File: src/hdl/fifo_and_max_priority_server_core_defines.svh
// Assertion macros for the RTL core.
`ifndef FIFO_AND_MAX_PRIORITY_SERVER_CORE_DEFINES_SVH
`define FIFO_AND_MAX_PRIORITY_SERVER_CORE_DEFINES_SVH

`ifndef SYNTHESIS
`define FMPS_ASSERT(name, clk_sig, rst_sig, prop, msg) \
    name: assert property (@(posedge clk_sig) disable iff (!rst_sig) prop) \
        else $error(msg);
`define FMPS_ASSERT_NEVER(name, clk_sig, rst_sig, expr, msg) \
    `FMPS_ASSERT(name, clk_sig, rst_sig, !(expr), msg)
`else
`define FMPS_ASSERT(name, clk_sig, rst_sig, prop, msg)
`define FMPS_ASSERT_NEVER(name, clk_sig, rst_sig, expr, msg)
`endif

`endif

File: src/hdl/fmps_ram.sv
module fmps_ram #(
    parameter int WIDTH = 8,
    parameter int DEPTH = 256
) (
    input  logic                     clk,
    input  logic                     we,
    input  logic [$clog2(DEPTH)-1:0] waddr,
    input  logic [WIDTH-1:0]         wdata,
    input  logic [$clog2(DEPTH)-1:0] raddr,
    output logic [WIDTH-1:0]         rdata
);

    logic [WIDTH-1:0] mem_reg [DEPTH];
    logic [WIDTH-1:0] rdata_reg;

    always_ff @(posedge clk)
    begin
        if (we)
        begin
            mem_reg[waddr] <= wdata;
        end
        rdata_reg <= mem_reg[raddr];
    end

    assign rdata = rdata_reg;

endmodule

File: config.mk
export PLATFORM = sky130hd
export DESIGN_NAME = fmps_ram
export DESIGN_NICKNAME = d
export VERILOG_FILES = /design/src/hdl/fifo_and_max_priority_server_core_defines.svh /design/src/hdl/fmps_ram.sv
export SDC_FILE = /design/constraint.sdc
export NUM_CORES = 2
export LEC_CHECK = 0
export BUFFER_PORTS_ARGS = -buffer_cell sky130_fd_sc_hd__buf_2
export CORE_MARGIN = 2
export CORE_UTILIZATION = 45
export CTS_CLUSTER_DIAMETER = 30
export DETAILED_ROUTE_END_ITERATION = 7
export PLACE_DENSITY = 0.72
export SLEW_MARGIN = 20
export SYNTH_ARGS = -nofsm -noshare
export SYNTH_HDL_FRONTEND = slang
export SYNTH_SLANG_ARGS = --single-unit
File: constraint.sdc
create_clock -name clk -period 2.1 [get_ports clk]
set_input_delay 0.105 -clock clk [delete_from_list [all_inputs] [get_ports clk]]
set_output_delay 0.105 -clock clk [all_outputs]
set_load 0.02 [all_outputs]
==> impl_results.md <==
- Status: finished with violations
- Failing checks: negative setup slack
- Hold Crit Start: we
- Pre-CTS setup slack: -945 ps
- Worst r2r path cells: 7
- Max FFs per register: 2048
- Max H-tree Level: 5
- Design Area, Final: between 90000 and 100000 um2
- Clock tree buffer depth: 4
- Port Buffers: 33
- Die height: 424 um
- Startpoint class of the critical path: register
- RR Endpoint: rdata[3]$_DFF_P_
- Avg Inst Size Synth: 21.3 um2
- Clock Latency Late Sink: around 900 ps
- WP data required: 2860 ps
- Largest net degree at the start of global routing: a little over 80
- Crit path cell chain: mux4_2 -> a22o_1 -> a221oi_2 -> buf_4 -> o32ai_1 -> nor3_2 -> nor4_1
- Worst setup margin: -125 ps
- Peak supply drop: between 0.0009 and 0.001 V
- Total GRT Usage: 23.0%
- Max-cap viol count: 0
- Initial DRC count: 6722
- Num CTS Buffers: 340
- Crit path max-delay cell type: mux4_2
- Fmax: about 450 MHz
- Placed insts: 6606
- Cell variety after synth: 55
- Die Wd: between 400 and 500 um
- Critical path class: register to register
- Flops & latches, synth: 2056
- Avg Vias per Cell: around 6.0
- CP endpoint kind: register
- Critical Path AT: 2990 ps
- Slew at the pin with the worst max-slew slack: between 800 and 900 ps
- Hold Crit Class: input port to register
- RSZ-0062 raised after global routing: true
- # setup viols final: 8
- Skew final: 48.7 ps
- Critical Path Source: mem_reg[193][3]$_DFFE_PP_
- Max-slew violations: 0
- Hold Path Sink: mem_reg[82][5]$_DFFE_PP_
- Syn_nets: 3759
- Core area: 176000 um2
- CTS clk-pin slew, worst paths: 60 ps
- Final wirelength: 208000 um
- Sequential share of the synthesized area: 77.5%
- Primary FF master, synth: edfxtp_1
- Routed len/inst: about 29 um
- Final core occ: 56.8%
- Fill count: 12.2k
- Flop2flop setup slack: -120 ps
- Ratio of cells with drive above 1 in the final layout: 37.7%
- Drt pass-1 iters: 6
- DRC Markers: 0
- Number of enable flip-flop cells after synthesis: 2048
- Row count: 154
- Cell count after synthesis: 3733
- Global-route wire length before repair: 302000 um
- Hold Crit Depth: 4
- Slew headroom: 46.3%
- Final hold viol count: 0
- GR Overflow Total: 0
- Min cycle time layout: 2220 ps
- Post-Syn Area: 79600 um2
- Area delta synth->final: 25.6%
- Clk sinks: 2056
- Reg2reg start: mem_reg[193][3]$_DFFE_PP_
- Initial antenna violation count: 12
- Fin cells: roughly 7.2k
- Synth warn: 0
- RD Place Congestion: 0.889
- Pwr per Cell Area: 1040 nW/um2
- CP peak stage delay: 490 ps
- Async set-reset flop share out of synthesis: 0%
- Crit share post-route: 106%
- ANT nets after route: 0
- CP max FO: 1
- Leak pwr: 0.0331 uW
- Initial Util: 45.2%
- Vias in the first global route: 44.1k
- Die area: 180000 um2
- Clk root buf: clkbuf_16
- Top Ports: 34
- Vias: 43.1k
- CTS tree: built
- Detail Placement HPWL: 128000 um
- Nets: between 4k and 5k
- Post-DP Area: 88100 um2
==> how the worst max path moves through the flow <==
stage                       endpoint  depth (start not counted)  slack [ps]
finish              rdata[3]$_DFF_P_                          7        -120
global route        rdata[3]$_DFF_P_                          7        -150
CTS                 rdata[5]$_DFF_P_                          8        -120
detailed placement  rdata[4]$_DFF_P_                         11        -940
global placement    rdata[4]$_DFF_P_                          9        -980
floorplan           rdata[2]$_DFF_P_                          9          60
==> area by class of cell <==
cell class / count / area (um2) / area share (%)
flip-flops and latches: 2056 / 61700 / 61.7
multi-input cells: 1442 / 17000 / 17.0
clock buffers: 374 / 8760 / 8.77
repair buffers: 780 / 7170 / 7.18
well taps: 2340 / 2930 / 2.93
clock inverters: 226 / 2390 / 2.39
diodes: 6 / 15.0 / 0.0150
inverters: 2 / 7.51 / 0.00751
==> worst max-delay path, delay by kind of cell (launching register included) <==
family                 cells  cell delay, ps
flip-flops                 1             390
AO/OA/AOI/OAI              3             510
multiplexers               1             490
AND/OR/NAND/NOR            2             540
buffers and inverters      1             160
==> through the flow <==
stage	total power [uW]	hold slack, ps	TNS [ps]
3_5_place_dp	51000	654	-5890
3_3_place_gp	50900	636	-6020
5_1_grt	107000	67.3	-913
6_report	104000	74.1	-588
2_1_floorplan	48400	204	0
4_1_cts	105000	2.86	-506
==> timing repair <==
action,in CTS,in global routing
endpoints found under the setup margin,8,8
pin swaps,36,16
buffers inserted,0,0
hold buffers,20,0
gates resized for setup,80,13
hold endpoints to repair,761,0
==> power breakdown <==
group          switching (uW)  internal [uW]  total, uW
combinational            2950           2070       5020
clock                   19500          34500      54000
sequential                105          45300      45400
total                   22500          81900     104000
==> logic make-up (layout without fill, tap and decap cells) <==
group	Yosys count	count (layout)	synth area share [%]
buf+inv	235	1382	1.83
other cells	0	6	0
simple gates	466	466	2.63
mux	591	591	14.6
compound gates	385	385	3.42
flops	2056	2056	77.5
==> placed cells by master (no fill, tap or decap), types with 20 or more instances in the layout <==
master	n
nor2b_1	23
nand2_1	33
clkinvlp_4	41
buf_2	22
nor2_1	275
clkbuf_1	28
buf_12	100
dlygate4sd3_1	20
clkbuf_16	346
mux4_2	454
buf_4	627
a22oi_1	129
o22ai_1	28
bufinv_16	34
mux2i_1	134
a21oi_1	93
clkinv_4	24
nand3_1	33
inv_6	46
o221ai_1	45
edfxtp_1	2048
clkinv_2	42
clkinv_1	31
==> layer usage <==
layer | wire (um) | track usage, % | share of wire [%]
met1 | 76800 | 30.7 | 37
met5 | 11 | 0 | 0.0053
met2 | 102000 | 37.2 | 49
met4 | 8390 | 9.12 | 4.0
met3 | 20400 | 4.73 | 9.8
==> synth_stat cells (3+ instances only) <==
cell type,n,area [um2]
o21ai_0,10,50.1
nand4_1,10,62.6
nor2_1,282,1060
nor3_1,22,110
mux4_2,454,10200
nand2b_1,8,50.1
buf_2,31,155
a221oi_1,13,114
o32ai_1,4,35.0
buf_8,13,195
o22ai_1,28,175
a22o_1,8,70.1
buf_1,22,82.6
o22a_1,5,43.8
o221ai_1,46,403
edfxtp_1,2048,61500
a21oi_1,96,480
a22oi_1,133,998
clkbuf_1,111,417
and2_1,6,37.5
buf_4,27,203
buf_12,8,160
nor2b_1,31,194
nor4_2,3,37.5
or2_2,4,25.0
a211oi_1,16,120
buf_6,21,236
dfxtp_1,8,160
nand3_1,34,170
o211ai_1,10,75.1
nand2_1,33,124
mux2i_1,134,1340
nor4_1,24,150
(Power assumes the default switching activity.)
